## config.mk

```make
export PLATFORM = sky130hd
export DESIGN_NAME = gasf_cell
export DESIGN_NICKNAME = d
export VERILOG_FILES = /design/src/rtl/core/gasf_pkg.sv /design/src/rtl/core/gasf_cell.sv
export SDC_FILE = /design/constraint.sdc
export NUM_CORES = 1
export LEC_CHECK = 0
export ABC_AREA = 1
export BUFFER_PORTS_ARGS = -buffer_cell sky130_fd_sc_hd__buf_2
export CORE_MARGIN = 10
export CORE_UTILIZATION = 54
export DETAILED_ROUTE_END_ITERATION = 10
export PLACE_DENSITY_LB_ADDON = 0.05
export SYNTH_ARGS = -nofsm -noshare
export SYNTH_HDL_FRONTEND = slang
export SYNTH_SLANG_ARGS = --single-unit
```

## constraint.sdc

```tcl
create_clock -name vclk -period 5.8
set_clock_uncertainty 0.05 [all_clocks]
set_input_delay 0 -clock vclk [all_inputs]
set_output_delay 0 -clock vclk [all_outputs]
set_load 0.01 [all_outputs]
```

## src/rtl/core/gasf_pkg.sv

```systemverilog
package gasf_pkg;

  localparam int SCORE_W  = 18;
  localparam int EXT_W    = SCORE_W + 2;
  localparam int BRANCH_W = 17;
  localparam int SYM_W    = 8;
  localparam int CFG_W    = 8;
  localparam int CFG_IDX_W = 2;

  localparam int MAX_TOP_LEN_DEF  = 256;
  localparam int MAX_SIDE_LEN_DEF = 256;

  // magnitude of the most negative score
  localparam int unsigned SCORE_MIN_MAG = 131072;

  typedef logic signed [SCORE_W-1:0]  score_t;
  typedef logic signed [EXT_W-1:0]    ext_t;
  typedef logic [BRANCH_W-1:0]        branch_t;

  localparam score_t  ScoreMax  = score_t'(131071);
  localparam score_t  ScoreMin  = score_t'(-131072);
  localparam branch_t BranchMax = '1;

  // item commands
  localparam logic CMD_LOAD_TOP = 1'b0;
  localparam logic CMD_SIDE     = 1'b1;

  // configuration register indexes
  localparam logic [CFG_IDX_W-1:0] REG_MATCH    = 2'd0;
  localparam logic [CFG_IDX_W-1:0] REG_MISMATCH = 2'd1;
  localparam logic [CFG_IDX_W-1:0] REG_INDEL    = 2'd2;

  typedef struct packed {
    logic             cmd;
    logic [SYM_W-1:0] symbol;
    logic             last;
  } item_t;

  typedef struct packed {
    logic signed [SCORE_W-1:0] final_score;
    logic [BRANCH_W-1:0]       branch_count;
    logic                      length_overflow;
  } result_t;

  typedef struct packed {
    score_t           diag;
    score_t           up;
    score_t           left;
    logic             is_match;
    logic [CFG_W-1:0] bonus;
    logic [CFG_W-1:0] mismatch;
    logic [CFG_W-1:0] indel;
  } cell_in_t;

  typedef struct packed {
    score_t best;
    logic   branch;
  } cell_out_t;

  function automatic score_t sat_score(input ext_t v);
    score_t r;
    if (v > ext_t'(ScoreMax)) begin
      r = ScoreMax;
    end else if (v < ext_t'(ScoreMin)) begin
      r = ScoreMin;
    end else begin
      r = score_t'(v);
    end
    return r;
  endfunction

endpackage

```

## src/rtl/core/gasf_cell.sv

```systemverilog
module gasf_cell (
  input  gasf_pkg::cell_in_t  cell_in,
  output gasf_pkg::cell_out_t cell_out
);

  gasf_pkg::score_t c_diag;
  gasf_pkg::score_t c_up;
  gasf_pkg::score_t c_left;
  gasf_pkg::score_t gap_best;
  gasf_pkg::score_t best;

  always_comb begin
    if (cell_in.is_match) begin
      c_diag = gasf_pkg::sat_score(gasf_pkg::ext_t'(cell_in.diag)
                                   + gasf_pkg::ext_t'({1'b0, cell_in.bonus}));
    end else begin
      c_diag = gasf_pkg::sat_score(gasf_pkg::ext_t'(cell_in.diag)
                                   - gasf_pkg::ext_t'({1'b0, cell_in.mismatch}));
    end
    c_up   = gasf_pkg::sat_score(gasf_pkg::ext_t'(cell_in.up)
                                 - gasf_pkg::ext_t'({1'b0, cell_in.indel}));
    c_left = gasf_pkg::sat_score(gasf_pkg::ext_t'(cell_in.left)
                                 - gasf_pkg::ext_t'({1'b0, cell_in.indel}));

    gap_best = (c_left > c_up) ? c_left : c_up;
    best     = (c_diag > gap_best) ? c_diag : gap_best;

    cell_out.best   = best;
    // two or more candidates reach the maximum
    cell_out.branch = ((c_diag == best) && (c_up == best))
                   || ((c_diag == best) && (c_left == best))
                   || ((c_up == best) && (c_left == best));
  end

endmodule
```

Word level (Yosys, flattened, before mapping)
Cells that the tools add are included.
{ "op_classes": {"add_sub_neg": 4, "magnitude_cmp": 10, "n_eq_ne": 3, "mux": 11, "reduce_logical": 5} }
{ "ops": {"columns": ["op", "n"], "rows": [
  ["$mux W18", 11],
  ["$gt A19 B18 Y1 const B", 4],
  ["$lt A19 B18 Y1 const B", 4],
  ["$sub A18 B9 Y19", 3],
  ["$eq A18 B18 Y1", 3],
  ["$gt A18 B18 Y1", 2],
  ["$add A18 B9 Y19", 1],
  ["$logic_and A1 B1 Y1", 3],
  ["$logic_or A1 B1 Y1", 2]
]} }
{ "word_totals": {"ff_bits": 0, "input_bits": 79, "out_inout_bits": 19} }

Depth between registers and ports, before layout
{ "logic_depth": {"word_depth": 12, "depth_mapped": 53, "depth_no_buf": 50} }

Least setup slack after synthesis
Ideal clock, no wire load.
{ "synth_timing": {"path_kind": "input to output", "start": "in cell_in[2] in the netlist's numbering", "end": "out cell_out[0] in the netlist's numbering", "t_arrival_ns": 5.623, "required_ns": 5.750, "path_slack_ns": 0.127, "stages": 51, "cell_sequence": "inv_1 > ha_1 > nand2_1 > nand2_1 > a21oi_1 > o21ai_1 > a31o_2 > nand3_1 > nand3_1 > nor2_1 > nand3_1 > xor2_1 > nand2_1 > ha_1 > nand2_1 > nor2_1 > inv_1 > nor4_1 > [15 not listed] > nand2_1 > a21oi_1 > o21ai_0 > o211ai_1 > xnor2_1 > nand2_1 > inv_1 > clkbuf_1 > nand2_1 > nand2_2 > nand2_1 > nand2_1 > nand2_1 > nor2_1 > nand3_1 > nor2_2 > nand2_1 > nand3_1"} }
{ "synth_rtl": {"columns": ["element", "line", "text"], "rows": [
  ["from (decl)", "gasf_cell.sv:2", "input gasf_pkg::cell_in_t cell_in,"],
  ["to (decl)", "gasf_cell.sv:3", "output gasf_pkg::cell_out_t cell_out"]
]} }

==> results.md <==
- Hold_sp: cell_in[24]
- DRT Pass-1 Iters: 6
- Final setup fails: 19
- Area growth from synthesis to layout: 57.6%
- Largest net degree at the start of global routing: 18
- Fin cells: about 1500
- Crit path top cell by count: nor2_1
- Cells after Synth: ~1100
- DRT antenna net count: 0
- Max Clock Freq: about 0.15 GHz
- Failing checks: setup timing
- Final nets: 1518
- Period minus WS final: 6.64 ns
- Chip height: 123 um
- GRT Residual Overflow: 0
- CP max FO: 8
- Critical path arrival: about 6.6 ns
- Share of layout cells above drive strength 1: 0.390
- Crit. End Element: output pin
- Register area: 0 um^2
- # rows: 37
- Vias: 9426
- Critical Path RT: about 5.8 ns
- DRC: 0
- # port buffers: between 90 and 100
- Final Hold Vio Count: 0
- Post-layout util: 0.873
- Core region area: ~10000 um^2
- Most common cell after layout, fill and taps aside: nand2_1
- Max Cap Viol: 0
- Fin. max-slew vios: 0
- WHS Endpoint: cell_out[18]
- Die ar.: 15000 um^2
- Worst min path class: input port to output pin
- N_diodes: 0
- Post-synth cell types: 44
- Area share of the largest cell type after synthesis: 0.231
- IO Count: 98
- Initial Utilization: 0.554
- Fillcell total: 620
- Dpl hpwl: 19.4 mm
- Syn Nets: about 1200
- Routed WL: ~30 mm
- CLK BUF: 0
- RSZ-0062 raised after global routing: yes
- Met1 usage: 0.383
- Iteration-0 DRC Markers: 1427
- Synth Cell Area: roughly 5700 um^2
- Average size of a mapped cell: approximately 5.3 um^2
- Initial antenna violation count: 0
- GR Util met3: 0.0468
- GRT Total Usage: 0.305
- Pre-CTS WS: -0.528 ns
- Pwr dens: between 200 and 300 nW/um^2
- Slew margin rel.: 0.676
- Lkg Pwr: about 4.9 nW
- Register area share after synthesis: 0
- Startpoint types: input port
- Placed Cells: between 1000 and 1500
- Post-DR wirelength/cell: about 20 um
- Hold Path Depth: 6
- Synth Warn #: 0
- Worst slew pin tran: just under 0.5 ns
- Die width: around 120 um
- Final GP Congestion: slightly above 1
- Critical path's slowest cell: xor2_1
- Max VDD drop: between 0.2 and 0.25 mV
- Met2 global-route usage: 0.513
- Commonest non-fill, non-tap cells in the layout: nand2_1 (298), buf_4 (199), inv_1 (128)
- Setup CP Type: input port to output pin
- Slowest stage delay, CP: roughly 0.30 ns
- Final sequential cell count: 0
- Final hold slack: slightly above 0.7 ns
- Final period utilization: 1.15
- First-pass GRT wire length: 38.0 mm
- Vias in the first global route: roughly 8000
- Synth area leaders: nand2_1 (23%), ha_1 (14%), nand3_1 (9.7%), inv_1 (9.6%), xor2_1 (5.2%)
- Final worst slack: -0.844 ns
- Status: finished with violations
- Vias per inst: around 6.3
- Gr busiest metal: met2
- Cell taking the most area after synthesis: nand2_1
## metrics by stage
step                      cell area (um^2)  setup TNS, ns  power (mW)
final                                 8970          -3.63        2.50
after global routing                  8970          -8.12        2.64
after CTS                             8180         -0.262        2.09
after detailed placement              7650         -0.528        1.85
after global placement                7650         -0.491        1.84
after floorplan                       5690              0        1.05
## cells by family (layout without fill, tap and decap cells)
logic type,count (synthesis),after routing,share of synthesized area
and+or+nand+nor,644,648,0.513
AOI/OAI and AO/OA,118,118,0.116
adders and majority gates,69,69,0.157
xor gates and xnor gates,54,54,0.0831
buffers and inverters,186,479,0.131
## worst max-delay path by stage
stage                     slack, ns     endpoint  depth (start not counted)  startpoint
after floorplan                0.13  cell_out[0]                         51  cell_in[2]
after global placement        -0.49  cell_out[0]                         46  cell_in[1]
after detailed placement      -0.53  cell_out[0]                         50  cell_in[2]
after CTS                     -0.26  cell_out[0]                         52  cell_in[1]
after global routing          -1.10  cell_out[0]                         46  cell_in[3]
final                         -0.84  cell_out[0]                         47  cell_in[3]
## worst max-delay path: cells and delay by family
kind | cells | cell delay [ns]
AOI/OAI and AO/OA | 9 | 1.46
xor gates and xnor gates | 2 | 0.59
adders and majority gates | 3 | 0.63
buffers and inverters | 9 | 1.20
and+or+nand+nor | 24 | 2.70
## layout make-up
cell class	instances	area, um^2	share of cell area
Multi-Input combinational cell	889	5710	0.636
Tap cell	136	170	0.0190
Timing Repair Buffer	321	2480	0.276
Inverter	158	618	0.0689
## power by group
part	switching [mW]	total [mW]	internal (mW)
clock network	0	0	0
logic	1.38	2.50	1.13
registers	0	0	0
total	1.38	2.50	1.13
## synthesized netlist by cell type (8+ instances only)
master / count
nand2_1: 351
inv_1: 145
nand3_1: 110
nor2_1: 74
ha_1: 65
o21ai_0: 45
nand4_1: 39
a21oi_1: 38
xor2_1: 34
nand2_2: 32
xnor2_1: 20
clkbuf_1: 13
nand3_2: 11
o21ai_1: 11
inv_2: 10
buf_2: 8
## repair_timing
action,in CTS,in global routing
pin swaps,37,50
gates cloned,6,4
setup endpoints to repair,1,19
setup buffers,13,18
gates resized for setup,58,142
hold buffers,0,0
## metal layers
metal | wire length, um | vias up
li1 | - | 4105
met1 | 10300 | 4204
met2 | 13500 | 829
met3 | 3590 | 288
met4 | 2660 | 0
met5 | 0 | -
Power figures use the tool's default switching activity.
