--- config.mk ---
export PLATFORM = sky130hd
export DESIGN_NAME = gasf_ram
export DESIGN_NICKNAME = d
export VERILOG_FILES = /design/src/rtl/core/gasf_ram.sv
export SDC_FILE = /design/constraint.sdc
export NUM_CORES = 2
export LEC_CHECK = 0
export ABC_CLOCK_PERIOD_IN_PS = 2900
export BUFFER_PORTS_ARGS = -buffer_cell sky130_fd_sc_hd__buf_2
export CAP_MARGIN = 20
export CORE_AREA = 5 5 483 485
export CTS_BUF_LIST = sky130_fd_sc_hd__clkbuf_16
export CTS_CLUSTER_SIZE = 8
export DETAILED_ROUTE_END_ITERATION = 6
export DIE_AREA = 0 0 488 490
export GPL_ROUTABILITY_DRIVEN = 0
export PLACE_DENSITY_LB_ADDON = 0.1
export SLEW_MARGIN = 0
export SYNTH_ARGS = -nofsm -noshare
export SYNTH_HDL_FRONTEND = slang
export SYNTH_SLANG_ARGS = --single-unit
--- constraint.sdc ---
create_clock -name clk -period 2.9 [get_ports clk]
set_input_delay 0.145 -clock clk [delete_from_list [all_inputs] [get_ports clk]]
set_output_delay 0.145 -clock clk [all_outputs]
set_load 0.1 [all_outputs]
--- src/rtl/core/gasf_ram.sv ---
module gasf_ram #(
  parameter int WIDTH = 8,
  parameter int DEPTH = 256
) (
  input  logic                                         clk,
  input  logic                                         we,
  input  logic [((DEPTH > 1) ? $clog2(DEPTH) : 1)-1:0] waddr,
  input  logic [WIDTH-1:0]                             wdata,
  input  logic [((DEPTH > 1) ? $clog2(DEPTH) : 1)-1:0] raddr,
  output logic [WIDTH-1:0]                             rdata
);

  logic [WIDTH-1:0] mem [DEPTH];

  always_ff @(posedge clk) begin
    if (we) begin
      mem[waddr] <= wdata;
    end
    rdata <= mem[raddr];
  end

endmodule

== Word level (Yosys, flattened, before mapping) ==
Memories as Yosys holds them, arrays and structs flattened. A register that Yosys moved wholly into a read port is not among the register bits.
Index checks and enable logic that the tools add are counted.
Word-level totals
  bits in registers: 0
  RAM bits: 2048
  input bits: 26
  output and inout bits: 8
  logic and storage cells: 3
  memories: 1
Operators by class
  mux-type cells: 2
Memory list
  mem: words 256, width 8, rd ports 1, clocked after Yosys merged registers in 1, wr ports 1, RTL line 13  | logic [WIDTH-1:0] mem [DEPTH];
Operators by type and width (count)
  $mux W1: 2

== Longest topological paths before layout ==
  depth after elaboration: 2
  mapped depth: 11
  depth with buffers taken out: 6

== Worst setup path after synthesis ==
Ideal clock, no wire load.
  path kind: input -> register
  start: input port raddr[0] in the netlist's numbering
  end: register rdata[2] (read register of mem)
  arrival: 1952 ps
  data required time: 2769 ps
  slack: 817 ps
  stages: 9
  buffers on the path: 4
  path through: buf_6 -> buf_12 -> buf_8 -> buf_2 -> mux4_2 -> a22oi_1 -> a21oi_1 -> nor4_1 -> nor4_2
RTL lines
  start: declaration: RTL line 9  | input logic [((DEPTH > 1) ? $clog2(DEPTH) : 1)-1:0] raddr,
  end: declaration: RTL line 10  | output logic [WIDTH-1:0] rdata

==> impl_results.html <==
<table>
<tr><th>Metric</th><th>Value</th></tr>
<tr><th colspan="2">GRT</th></tr>
<tr><td>Total overflow reported by the global router</td><td>0</td></tr>
<tr><td>Tot GR Track Use</td><td>about a fifth</td></tr>
<tr><td>Peak-usage layer in the global routing report</td><td>met2</td></tr>
<tr><td>Wire length of the first global-routing pass</td><td>between 300 and 400 mm</td></tr>
<tr><td>Largest net degree at the start of global routing</td><td>just under 100</td></tr>
<tr><td>Met3 Use GR</td><td>~2.8%</td></tr>
<tr><td>Met2 usage in global routing</td><td>30.0%</td></tr>
<tr><td>Routing usage on met1</td><td>roughly 28%</td></tr>
<tr><td>Vias in the first global route</td><td>41607</td></tr>
<tr><td>Number of antenna violations at the first check in global routing</td><td>13</td></tr>
<tr><th colspan="2">Power</th></tr>
<tr><td>Cell Int Power</td><td>about 53000 µW</td></tr>
<tr><td>Switching Power</td><td>between 10000 and 15000 µW</td></tr>
<tr><td>Power per Cell Area</td><td>slightly above 700 mW/mm²</td></tr>
<tr><td>Portion of total power attributed to sequential cells</td><td>48.9%</td></tr>
<tr><td>Clock share of power</td><td>approximately 46%</td></tr>
<tr><td>Switch share</td><td>21.2%</td></tr>
<tr><td>Leakage component of the power</td><td>about 0.031 µW</td></tr>
<tr><td>Share of total power in combinational logic</td><td>5.2%</td></tr>
<tr><td>Maximum vdd ir drop</td><td>between 500 and 600 µV</td></tr>
<tr><th colspan="2">Yosys</th></tr>
<tr><td>Synthesized cell area</td><td>approximately 0.080 mm²</td></tr>
<tr><td>Share of synthesized registers carrying an async set or reset</td><td>0%</td></tr>
<tr><td>Mapped Nets</td><td>roughly 3800</td></tr>
<tr><td>Avg Inst Size Synth</td><td>around 21 µm²</td></tr>
<tr><td>Post-synth EDFFs</td><td>2048</td></tr>
<tr><td>Count of yosys warnings during synthesis</td><td>0</td></tr>
<tr><td>Register bit total from synthesis</td><td>2056</td></tr>
<tr><td>Sequential fraction of the synthesis area</td><td>77.5%</td></tr>
<tr><td>Cells after Synth</td><td>between 3000 and 4000</td></tr>
<tr><td>Most used flip-flop cell after synthesis</td><td>sky130_fd_sc_hd__edfxtp_1</td></tr>
<tr><td>Number of distinct library cell variants in the gate-level netlist after synthesis</td><td>55</td></tr>
<tr><th colspan="2">Timing</th></tr>
<tr><td>Transition time of the tightest slew-check pin</td><td>0.910 ns</td></tr>
<tr><td>Total of endpoints with negative setup slack in the final report</td><td>0</td></tr>
<tr><td>Final Hold Vio Count</td><td>0</td></tr>
<tr><td>Normalized max-slew margin</td><td>between 30% and 40%</td></tr>
<tr><td>Maximum clock frequency</td><td>around 0.38 GHz</td></tr>
<tr><td>Count of pins over their slew limit</td><td>0</td></tr>
<tr><td>Min cycle time layout</td><td>~2.6 ns</td></tr>
<tr><td>Crit share post-route</td><td>approximately nine tenths</td></tr>
<tr><td>Setup clock skew after layout</td><td>0.0511 ns</td></tr>
<tr><td>RSZ-0062 raised after global routing</td><td>no</td></tr>
<tr><th colspan="2">Setup path</th></tr>
<tr><td>Crit-path cells</td><td>mux4_2 &gt; a22oi_1 &gt; a21oi_1 &gt; nor4_1 &gt; buf_4 &gt; nor4_1</td></tr>
<tr><td>Critical path capture point type</td><td>flip-flop</td></tr>
<tr><td>Data arrival time of the critical path</td><td>between 3 and 4 ns</td></tr>
<tr><td>Count of cell instances traversed by the critical path</td><td>6</td></tr>
<tr><td>Kind of start point of the critical path</td><td>flip-flop</td></tr>
<tr><td>Maximum fanout count along the critical path</td><td>1</td></tr>
<tr><td>Capturing point of the worst reg2reg path</td><td>rdata[1]$_DFF_P_</td></tr>
<tr><td>Maximum cell stage delay along the critical path</td><td>0.72 ns</td></tr>
<tr><td>Worst setup path endpoint</td><td>rdata[1]$_DFF_P_</td></tr>
<tr><td>Path depth of the worst reg2reg path</td><td>6</td></tr>
<tr><td>Worst R2R Start</td><td>mem[208][1]$_DFFE_PP_</td></tr>
<tr><td>Reg-to-reg setup timing slack</td><td>around 0.25 ns</td></tr>
<tr><td>Critical path required time</td><td>3.68 ns</td></tr>
<tr><td>Worst setup path startpoint</td><td>mem[208][1]$_DFFE_PP_</td></tr>
<tr><td>Category of the most critical setup path</td><td>flip-flop to flip-flop</td></tr>
<tr><td>CP dominant cell by count</td><td>sky130_fd_sc_hd__nor4_1</td></tr>
<tr><td>Sum of buffers and inverters on the critical path</td><td>1</td></tr>
<tr><td>Cell with the biggest individual delay on the critical path</td><td>sky130_fd_sc_hd__nor4_1</td></tr>
<tr><td>Crit path max-delay family</td><td>simple AND/OR/NAND/NOR gates</td></tr>
<tr><th colspan="2">Detailed routing</th></tr>
<tr><td>Number of optimization iterations in the first detailed-route pass</td><td>5</td></tr>
<tr><td>Final routed wire length divided by cell count</td><td>30.6 µm</td></tr>
<tr><td>DRC Markers</td><td>0</td></tr>
<tr><td>Drt initial violations</td><td>approximately 3700</td></tr>
<tr><td>Total wire length after detailed routing</td><td>approximately 230 mm</td></tr>
<tr><td>Overall via count from detail_route</td><td>around 40000</td></tr>
<tr><td>Count of antenna-violating nets left after detailed routing</td><td>0</td></tr>
<tr><td>Vias per std cell</td><td>between 5 and 6</td></tr>
<tr><th colspan="2">CTS</th></tr>
<tr><td>Post-cts resize count</td><td>0</td></tr>
<tr><td>Clock root buffer master</td><td>sky130_fd_sc_hd__clkbuf_16</td></tr>
<tr><td>Htree depth</td><td>5</td></tr>
<tr><td>Clk sink count</td><td>2056</td></tr>
<tr><td>Clock slew at the register clock pins of the worst setup and hold paths</td><td>around 0.05 ns</td></tr>
<tr><td>Clock buffers created by TritonCTS</td><td>307</td></tr>
<tr><td>Clock latency on the worst-skew pair</td><td>roughly 0.9 ns</td></tr>
<tr><td>Clock tree from TritonCTS</td><td>done</td></tr>
<tr><td>Clock buffer depth</td><td>4</td></tr>
<tr><td>Number of setup buffers added after CTS</td><td>0</td></tr>
<tr><th colspan="2">Min path</th></tr>
<tr><td>Path category of the worst min-delay check</td><td>primary input to flip-flop</td></tr>
<tr><th colspan="2">Layout</th></tr>
<tr><td>Most common library cell in the layout ignoring fill and taps</td><td>sky130_fd_sc_hd__edfxtp_1</td></tr>
<tr><td>Area growth from synthesis to layout</td><td>19.7%</td></tr>
<tr><td>Final nets</td><td>roughly 4400</td></tr>
<tr><td>Most frequent cells in the layout</td><td>sky130_fd_sc_hd__edfxtp_1 (2048), sky130_fd_sc_hd__buf_4 (489), sky130_fd_sc_hd__mux4_2 (454)</td></tr>
<tr><td>Fin area</td><td>0.0952 mm²</td></tr>
<tr><td>Fraction of the core area covered by cells at the end of the flow</td><td>a little over two fifths</td></tr>
<tr><td>Share of final-layout standard cells stronger than drive strength 1</td><td>a little under a third</td></tr>
<tr><th colspan="2">Die</th></tr>
<tr><td>Area of the die</td><td>between 0.2 and 0.25 mm²</td></tr>
<tr><td>Placeable core region</td><td>between 0.2 and 0.25 mm²</td></tr>
<tr><td>Chip Height</td><td>around 490 µm</td></tr>
<tr><td>Core Rows</td><td>around 180</td></tr>
<tr><td>Initial Utilization</td><td>about a third</td></tr>
<tr><td>I/O pin count</td><td>34</td></tr>
<tr><td>X dimension of the die</td><td>488 µm</td></tr>
<tr><th colspan="2">Placed design</th></tr>
<tr><td>Instance area after placement</td><td>roughly 0.087 mm²</td></tr>
<tr><td>HPWL after detailed placement</td><td>148 mm</td></tr>
<tr><td>Number of input and output port buffers inserted</td><td>33</td></tr>
<tr><th colspan="2">Run status</th></tr>
<tr><td>Run status</td><td>completed</td></tr>
<tr><th colspan="2">Flow run</th></tr>
<tr><td>Reported max-cap violation count</td><td>0</td></tr>
</table>
what timing repair did:
| action | in CTS | in global routing |
|---|---|---|
| hold endpoints to repair | 1257 | 0 |
| hold buffers | 10 | 0 |
| endpoints found under the setup margin | 0 | 0 |
power groups by stage:
stage                     Combinational, µW  Clock, µW  Sequential, µW
final                                  3520      30800           32900
after global placement                 3570          0           33400
after detailed placement               3580          0           33400
after CTS                              3600      31700           32900
after floorplan                        1590          0           33600
after global routing                   3720      32900           32800
flip-flops by register name, summed over array words and instances (netlist names):
signal	flops
rdata	8
mem	2048
metal layers:
metal / share of wire, % / vias to the layer above
li1: - / 16945
met1: 45 / 21741
met2: 47 / 1100
met3: 4.8 / 349
met4: 2.4 / 0
met5: 0 / -
worst reg2reg max path, delay by kind of cell (launching register included):
kind	cells	cell delay, ns
buffers and inverters	1	0.22
muxes	1	0.46
AOI/OAI and AO/OA	2	0.75
and+or+nand+nor	2	0.76
DFF	1	0.36
Yosys cell counts, types with 24 or more instances:
| cell | count | share of area, % |
|---|---|---|
| sky130_fd_sc_hd__a21oi_1 | 96 | 0.60 |
| sky130_fd_sc_hd__a22oi_1 | 133 | 1.3 |
| sky130_fd_sc_hd__buf_2 | 31 | 0.20 |
| sky130_fd_sc_hd__buf_4 | 27 | 0.25 |
| sky130_fd_sc_hd__clkbuf_1 | 111 | 0.52 |
| sky130_fd_sc_hd__edfxtp_1 | 2048 | 77 |
| sky130_fd_sc_hd__mux2i_1 | 134 | 1.7 |
| sky130_fd_sc_hd__mux4_2 | 454 | 13 |
| sky130_fd_sc_hd__nand2_1 | 33 | 0.16 |
| sky130_fd_sc_hd__nand3_1 | 34 | 0.21 |
| sky130_fd_sc_hd__nor2_1 | 282 | 1.3 |
| sky130_fd_sc_hd__nor2b_1 | 31 | 0.24 |
| sky130_fd_sc_hd__nor4_1 | 24 | 0.19 |
| sky130_fd_sc_hd__o221ai_1 | 46 | 0.51 |
| sky130_fd_sc_hd__o22ai_1 | 28 | 0.22 |
logic make-up after synthesis:
family	share of synthesized area, %
DFF	77.5
and+or+nand+nor	2.63
muxes	14.6
AOI/OAI and AO/OA	3.42
buffers and inverters	1.83
through the flow:
stage	TNS, ns	cells	hold WS [ns]	power (µW)	setup slack (ns)
after floorplan	0	3733	0.244	35200	0.817
after global placement	-1.82	7103	0.537	37000	-0.727
after detailed placement	-1.25	7104	0.541	37000	-0.456
after CTS	0	7468	0.0287	68100	0.270
after global routing	0	7471	0.0503	69500	0.132
final	0	7474	0.0881	67200	0.252
area by class of cell:
type	instances	area (µm²)
Inverter	2	7.51
Timing Repair Buffer	588	5170
Clock buffer	314	7860
Fill cell	20025	134000
Sequential cell	2056	61700
Clock inverter	40	208
Multi-Input combinational cell	1442	16500
Tap cell	3026	3790
Antenna cell	6	15.0
worst min path at each step:
stage	to	slack, ns	cells past startpoint	from
CTS	mem[94][5]$_DFFE_PP_	0.03	4	waddr[2]
global route	mem[163][3]$_DFFE_PP_	0.05	3	waddr[1]
finish	mem[163][3]$_DFFE_PP_	0.09	3	waddr[1]
detailed placement	mem[226][1]$_DFFE_PP_	0.54	1	wdata[1]
global placement	mem[225][1]$_DFFE_PP_	0.54	1	wdata[1]
floorplan	mem[0][0]$_DFFE_PP_	0.24	0	wdata[0]
Note: power is estimated with default switching activity, not from simulation.
